### src/design/sha256_pkg.sv
// Shared types, constants and round functions for the SHA-256 block hash unit.
package sha256_pkg;

    localparam int unsigned WordW   = 32;
    localparam int unsigned NumVars = 8;
    localparam int unsigned RingLen = 16;
    localparam int unsigned NumRnd  = 64;

    typedef logic [WordW-1:0] t_word;

    // Controller states
    typedef enum logic [1:0] {
        S_LOAD,
        S_ROUND,
        S_ADD,
        S_EMIT
    } t_state;

    // Commands from controller to datapath
    typedef struct packed {
        logic       load;      // shift a message word into the ring
        logic       init_vars; // copy hash state into working variables
        logic       round;     // run one compression round
        logic [5:0] rnd;       // round number
        logic       add;       // fold working variables into hash state
        logic       restore;   // return hash state to the initial values
        logic [2:0] emit_idx;  // digest word on the output
    } t_cmd;

    localparam t_word InitH [NumVars] = '{
        32'h6a09e667, 32'hbb67ae85, 32'h3c6ef372, 32'ha54ff53a,
        32'h510e527f, 32'h9b05688c, 32'h1f83d9ab, 32'h5be0cd19
    };

    localparam t_word RoundK [NumRnd] = '{
        32'h428a2f98, 32'h71374491, 32'hb5c0fbcf, 32'he9b5dba5,
        32'h3956c25b, 32'h59f111f1, 32'h923f82a4, 32'hab1c5ed5,
        32'hd807aa98, 32'h12835b01, 32'h243185be, 32'h550c7dc3,
        32'h72be5d74, 32'h80deb1fe, 32'h9bdc06a7, 32'hc19bf174,
        32'he49b69c1, 32'hefbe4786, 32'h0fc19dc6, 32'h240ca1cc,
        32'h2de92c6f, 32'h4a7484aa, 32'h5cb0a9dc, 32'h76f988da,
        32'h983e5152, 32'ha831c66d, 32'hb00327c8, 32'hbf597fc7,
        32'hc6e00bf3, 32'hd5a79147, 32'h06ca6351, 32'h14292967,
        32'h27b70a85, 32'h2e1b2138, 32'h4d2c6dfc, 32'h53380d13,
        32'h650a7354, 32'h766a0abb, 32'h81c2c92e, 32'h92722c85,
        32'ha2bfe8a1, 32'ha81a664b, 32'hc24b8b70, 32'hc76c51a3,
        32'hd192e819, 32'hd6990624, 32'hf40e3585, 32'h106aa070,
        32'h19a4c116, 32'h1e376c08, 32'h2748774c, 32'h34b0bcb5,
        32'h391c0cb3, 32'h4ed8aa4a, 32'h5b9cca4f, 32'h682e6ff3,
        32'h748f82ee, 32'h78a5636f, 32'h84c87814, 32'h8cc70208,
        32'h90befffa, 32'ha4506ceb, 32'hbef9a3f7, 32'hc67178f2
    };

    function automatic t_word rotr(input t_word x, input int unsigned n);
        rotr = (x >> n) | (x << (WordW - n));
    endfunction

    function automatic t_word big_sig0(input t_word x);
        big_sig0 = rotr(x, 2) ^ rotr(x, 13) ^ rotr(x, 22);
    endfunction

    function automatic t_word big_sig1(input t_word x);
        big_sig1 = rotr(x, 6) ^ rotr(x, 11) ^ rotr(x, 25);
    endfunction

    function automatic t_word small_sig0(input t_word x);
        small_sig0 = rotr(x, 7) ^ rotr(x, 18) ^ (x >> 3);
    endfunction

    function automatic t_word small_sig1(input t_word x);
        small_sig1 = rotr(x, 17) ^ rotr(x, 19) ^ (x >> 10);
    endfunction

endpackage

### src/design/sha256_ctrl.sv
// Controller state machine: word loading, round sequencing and digest output.
module sha256_ctrl
    import sha256_pkg::*;
(
    input  logic i_clk,
    input  logic i_rst_n,
    input  logic i_in_valid,
    input  logic i_final_word,
    input  logic i_out_ready,
    output logic o_in_ready,
    output logic o_out_valid,
    output logic o_digest_last,
    output t_cmd o_cmd
);

    t_state     r_state, n_state;
    logic [3:0] r_cnt;
    logic [5:0] r_rnd;
    logic [2:0] r_idx;
    logic       r_final;
    logic       in_fire;
    logic       out_fire;

    assign in_fire  = i_in_valid && o_in_ready;
    assign out_fire = o_out_valid && i_out_ready;

    // Next state
    always_comb begin
        n_state = r_state;
        case (r_state)
            S_LOAD: begin
                if (in_fire && r_cnt == 4'd15) n_state = S_ROUND;
            end
            S_ROUND: begin
                if (r_rnd == 6'd63) n_state = S_ADD;
            end
            S_ADD: begin
                n_state = r_final ? S_EMIT : S_LOAD;
            end
            S_EMIT: begin
                if (out_fire && r_idx == 3'd7) n_state = S_LOAD;
            end
            default: n_state = S_LOAD;
        endcase
    end

    // Outputs and commands
    always_comb begin
        o_in_ready    = 1'b0;
        o_out_valid   = 1'b0;
        o_cmd         = '0;
        o_cmd.rnd     = r_rnd;
        o_cmd.emit_idx = r_idx;
        case (r_state)
            S_LOAD: begin
                o_in_ready     = 1'b1;
                o_cmd.load     = in_fire;
                o_cmd.init_vars = in_fire && r_cnt == 4'd15;
            end
            S_ROUND: begin
                o_cmd.round = 1'b1;
            end
            S_ADD: begin
                o_cmd.add = 1'b1;
            end
            S_EMIT: begin
                // take words of the next block, but hold its last word back
                o_in_ready    = r_cnt != 4'd15;
                o_out_valid   = 1'b1;
                o_cmd.load    = in_fire;
                o_cmd.restore = out_fire && r_idx == 3'd7;
            end
            default: begin
                o_in_ready = 1'b0;
            end
        endcase
    end

    assign o_digest_last = r_idx == 3'd7;

    // State, counters and final mark
    always_ff @(posedge i_clk) begin
        if (!i_rst_n) begin
            r_state <= S_LOAD;
            r_cnt   <= '0;
            r_rnd   <= '0;
            r_idx   <= '0;
            r_final <= 1'b0;
        end else begin
            r_state <= n_state;
            if (in_fire) begin
                r_cnt <= r_cnt + 4'd1;
                if (r_cnt == 4'd15) r_final <= i_final_word;
            end
            if (r_state == S_ROUND) r_rnd <= r_rnd + 6'd1;
            if (out_fire) r_idx <= r_idx + 3'd1;
        end
    end

endmodule

### src/design/sha256_dpath.sv
// Datapath: schedule shift line, working variables, round logic and hash state.
module sha256_dpath
    import sha256_pkg::*;
(
    input  logic  i_clk,
    input  logic  i_rst_n,
    input  t_cmd  i_cmd,
    input  t_word i_message_word,
    output t_word o_digest_word
);

    t_word r_ring [RingLen];
    t_word r_var  [NumVars];
    t_word r_hash [NumVars];
    t_word w_new, w_t, t1, t2, ch, maj;

    // Schedule word and round terms; ring holds W[t-16..t-1] oldest first
    always_comb begin
        w_new = small_sig1(r_ring[14]) + r_ring[9] + small_sig0(r_ring[1]) + r_ring[0];
        w_t   = (i_cmd.rnd[5:4] == 2'd0) ? r_ring[0] : w_new;
        ch    = (r_var[4] & r_var[5]) ^ (~r_var[4] & r_var[6]);
        maj   = (r_var[0] & r_var[1]) ^ (r_var[0] & r_var[2]) ^ (r_var[1] & r_var[2]);
        t1    = r_var[7] + big_sig1(r_var[4]) + ch + RoundK[i_cmd.rnd] + w_t;
        t2    = big_sig0(r_var[0]) + maj;
    end

    assign o_digest_word = r_hash[i_cmd.emit_idx];

    // Advance the schedule line
    always_ff @(posedge i_clk) begin
        if (i_cmd.load || i_cmd.round) begin
            for (int i = 0; i < RingLen - 1; i++) r_ring[i] <= r_ring[i+1];
            r_ring[RingLen-1] <= i_cmd.load ? i_message_word : w_t;
        end
    end

    // Working variables and hash state
    always_ff @(posedge i_clk) begin
        if (!i_rst_n) begin
            for (int i = 0; i < NumVars; i++) begin
                r_var[i]  <= '0;
                r_hash[i] <= InitH[i];
            end
        end else begin
            if (i_cmd.init_vars) begin
                for (int i = 0; i < NumVars; i++) r_var[i] <= r_hash[i];
            end else if (i_cmd.round) begin
                r_var[7] <= r_var[6];
                r_var[6] <= r_var[5];
                r_var[5] <= r_var[4];
                r_var[4] <= r_var[3] + t1;
                r_var[3] <= r_var[2];
                r_var[2] <= r_var[1];
                r_var[1] <= r_var[0];
                r_var[0] <= t1 + t2;
            end
            if (i_cmd.add) begin
                for (int i = 0; i < NumVars; i++) r_hash[i] <= r_hash[i] + r_var[i];
            end else if (i_cmd.restore) begin
                for (int i = 0; i < NumVars; i++) r_hash[i] <= InitH[i];
            end
        end
    end

endmodule

### src/design/sha256_block_hash_unit.sv
// SHA-256 block hash unit: one message word per beat in, eight digest words out.
// The sixteenth word of a block starts 64 rounds at one round per cycle, followed by
// the hash add. After a final block the first digest word is offered once the add
// is done, then one word per cycle while the digest side takes them.
// Synchronous active-low reset loads the initial hash values and clears control.
module sha256_block_hash_unit
    import sha256_pkg::*;
(
    input  logic        i_clk,
    input  logic        i_rst_n,
    input  logic        i_in_valid,
    output logic        o_in_ready,
    input  logic [31:0] i_message_word,
    input  logic        i_final_word,
    output logic        o_out_valid,
    input  logic        i_out_ready,
    output logic [31:0] o_digest_word,
    output logic [2:0]  o_digest_index,
    output logic        o_digest_last
);

    t_cmd cmd;

    sha256_ctrl u_ctrl (
        .i_clk         (i_clk),
        .i_rst_n       (i_rst_n),
        .i_in_valid    (i_in_valid),
        .i_final_word  (i_final_word),
        .i_out_ready   (i_out_ready),
        .o_in_ready    (o_in_ready),
        .o_out_valid   (o_out_valid),
        .o_digest_last (o_digest_last),
        .o_cmd         (cmd)
    );

    sha256_dpath u_dpath (
        .i_clk          (i_clk),
        .i_rst_n        (i_rst_n),
        .i_cmd          (cmd),
        .i_message_word (i_message_word),
        .o_digest_word  (o_digest_word)
    );

    assign o_digest_index = cmd.emit_idx;

    // No word is taken while rounds run
    a_no_load_in_round: assert property (@(posedge i_clk) disable iff (!i_rst_n)
        cmd.round |-> !o_in_ready)
        else $error("input taken during compression rounds");

    // Rounds and digest output never overlap
    a_round_not_emit: assert property (@(posedge i_clk) disable iff (!i_rst_n)
        cmd.round |-> !o_out_valid)
        else $error("digest shown during compression rounds");

    // The digest index steps by one after each taken beat
    a_index_step: assert property (@(posedge i_clk) disable iff (!i_rst_n)
        (o_out_valid && i_out_ready) |=> (o_digest_index == $past(o_digest_index) + 3'd1))
        else $error("digest index did not advance");

endmodule

### config.mk
export PLATFORM = sky130hd
export DESIGN_NAME = sha256_block_hash_unit
export DESIGN_NICKNAME = d
export VERILOG_FILES = /design/src/design/sha256_pkg.sv /design/src/design/sha256_ctrl.sv /design/src/design/sha256_dpath.sv /design/src/design/sha256_block_hash_unit.sv
export SDC_FILE = /design/constraint.sdc
export NUM_CORES = 2
export LEC_CHECK = 0
export BUFFER_PORTS_ARGS = -buffer_cell sky130_fd_sc_hd__buf_2
export CAP_MARGIN = 20
export CELL_PAD_IN_SITES_DETAIL_PLACEMENT = 0
export CELL_PAD_IN_SITES_GLOBAL_PLACEMENT = 1
export CORE_MARGIN = 2
export CORE_UTILIZATION = 52
export DETAILED_ROUTE_END_ITERATION = 8
export GPL_ROUTABILITY_DRIVEN = 1
export PLACE_DENSITY = 0.9
export SETUP_SLACK_MARGIN = 0.5
export SLEW_MARGIN = 20
export SYNTH_ARGS = -nofsm -noshare
export SYNTH_HDL_FRONTEND = slang
export SYNTH_SLANG_ARGS = --single-unit
### constraint.sdc
create_clock -name i_clk -period 19.4 [get_ports i_clk]
set_clock_uncertainty 0.1 [all_clocks]
set_input_delay 2.91 -clock i_clk [delete_from_list [all_inputs] [get_ports i_clk]]
set_output_delay 2.91 -clock i_clk [all_outputs]
set_load 0.01 [all_outputs]
==> qor.txt <==
Outcome - complete, no violations
Slowest Stage Delay on Critical Path - 710 ps
CTS tree - yes
Clock tree buffer depth - 3
Core Area - 125000 sq um
Chip Width - 359 um
Max transition margin - 21.3%
Overall die height - 359 um
Avg Synthesized Cell Area - 10.5 sq um
Routed vias/inst - 6.25
Area grow syn2layout - 9.13%
Max Cap Viol - 0
Worst EP arrival - 11030 ps
IO Count - 75
CP Buf/Inv Count - 6
DRT Wirelength - 209000 um
Hold Buf Count CTS - 0
Final GP Congestion - 1.00
CP startpoint kind - flip-flop
Vias in the first global route - 48.3k
Minimum clock period - 10690 ps
Commonest non-fill, non-tap cell in the layout - edfxtp_1
Number of synthesized flops with an enable pin - 832
Critical path origin - u_ctrl.r_rnd[1]
Crit end category - flip-flop
Synth Instances - 6238
Routed len/inst - 26.3 um
Crit share post-route - 55.1%
Syn. warnings - 0
FFs w/ async S/R, synth - 0%
Family with the most delay on the worst path - adder cells
Worst-Margin Slew - 1170 ps
Distinct cells, synth - 83
Critical Path Fanout Max - 24
Largest net degree at the start of global routing - 220
All-Layer GR Usage - 31.8%
Mapped Area - 65600 sq um
TritonCTS Buffers - 113
Synth Register Bits - 1043
Fmax - 93.5 MHz
DRT iter0 DRCs - 5693
Die ar. - 129000 sq um
Final Slew Violations - 0
Most frequent cells in the layout - edfxtp_1, nand2_1, a21oi_1
Final #Nets - 6826
Worst EP required - 19740 ps
CP Class - reg -> reg
Via count - 49.7k
Share of layout cells above drive strength 1 - 8.42%
Hold Fails Final Rpt - 0
CTS clk-pin slew, worst paths - 60 ps
First-pass GRT wire length - 308000 um
Worst-Skew Late Latency - 790 ps
Mapped Nets - 6868
Initial antenna violation count - 3
Post-route ant nets - 0
FF-to-FF Start - u_ctrl.r_rnd[1]
Seq/Total Area, Yosys - 44.5%
Hold_sp - u_dpath.r_ring[12][0]
Main synth FF type - edfxtp_1
CP max stage cell - ha_1
Pre-antenna DRT Iters - 9
Post-CTS setup repair buffer count - 0
DRC viols - 0
# H-tree levels - 3
Hold Crit Class - reg -> reg
Port bufs - 74
Clk sinks - 1043
Final setup violation count - 0
Row count - 130
Hpwl dp - 154000 um
Setup TNS - 0 ps
Grt ovf - 0
Initial cell density of the core - 52.3%
RSZ-0062 raised after global routing - false
Resize count post-CTS - 0
Root Driver - clkbuf_16
## state kept, by name (all words and copies together), names as in the netlist, named ones only
name            count
u_ctrl.r_state      2
u_ctrl.r_idx        3
u_ctrl.r_cnt        4
u_dpath.r_var     256
u_ctrl.r_final      1
u_dpath.r_hash    256
u_dpath.r_ring    512
u_ctrl.r_rnd        6
## synthesized netlist by cell type, drive strengths merged, types with 64 or more instances
master,n,area [sq um]
edfxtp,832,25000
nand2,658,2470
a21oi,513,2570
nor2,423,1590
o21ai,405,2030
ha,398,4980
xnor2,358,3140
inv,348,1310
clkbuf,246,923
a21o,216,1620
dfxtp,211,4220
xor2,204,1790
fa,195,3900
nand3,119,596
mux2,80,901
mux4,72,1620
nand2b,69,432
a22o,68,596
nor3,64,320
## cells by family after synthesis
| kind of cell | count (synthesis) | share of synthesized area, % |
|---|---|---|
| buf+inv | 652 | 3.75 |
| mux | 189 | 4.41 |
| xor+xnor | 562 | 7.50 |
| flops | 1043 | 44.5 |
| simple gates | 1520 | 10.1 |
| fa+ha+maj | 612 | 13.8 |
| compound gates | 1660 | 15.9 |
## final timing paths
kind	slack (ps)	to	cells past startpoint
worst max-delay path	8710	u_dpath.r_var[0][31]	37
worst min-delay path	270	u_dpath.r_ring[11][0]	0
worst max register to register	8710	u_dpath.r_var[0][31]	37
worst min register to register	270	u_dpath.r_ring[11][0]	0
## routing by layer
metal	part of all wire, %	GRT usage, %	up-vias
met5	0.0062	0	-
met4	6.3	17.8	2
li1	-	-	22359
met2	46	50.7	2389
met3	8.4	4.60	501
met1	39	41.8	24416
## worst reg2reg max path: cells and delay by family, from the launching register on
kind | cells | cell delay (ps)
compound gates | 17 | 3680
xor+xnor | 3 | 730
fa+ha+maj | 8 | 3730
buf+inv | 6 | 1200
flops | 1 | 300
simple gates | 3 | 650
## metrics by stage
| stage | setup slack (ps) | hold slack (ps) | instances | util (%) | cell area [sq um] |
|---|---|---|---|---|---|
| after floorplan | 3320 | 300 | 6238 | - | 65600 |
| after global placement | 9020 | 300 | 7729 | 53.9 | 67600 |
| after detailed placement | 8930 | 305 | 7729 | 53.9 | 67600 |
| after CTS | 8790 | 263 | 7943 | 57.0 | 71500 |
| after global routing | 8050 | 270 | 7945 | 57.1 | 71600 |
| final | 8710 | 265 | 7950 | 57.1 | 71600 |
## area by class of cell
cell class / instances / area, sq um
diodes: 5 / 12.5
multi-input cells: 4543 / 34000
fillers: 10447 / 53800
repair buffers: 146 / 971
clock inverters: 66 / 823
well taps: 1650 / 2060
flip-flops and latches: 1043 / 29200
clock buffers: 148 / 3140
inverters: 349 / 1320
Power is not shown: default switching activity piles up to over one toggle a cycle in this logic, so the estimate is an artifact.
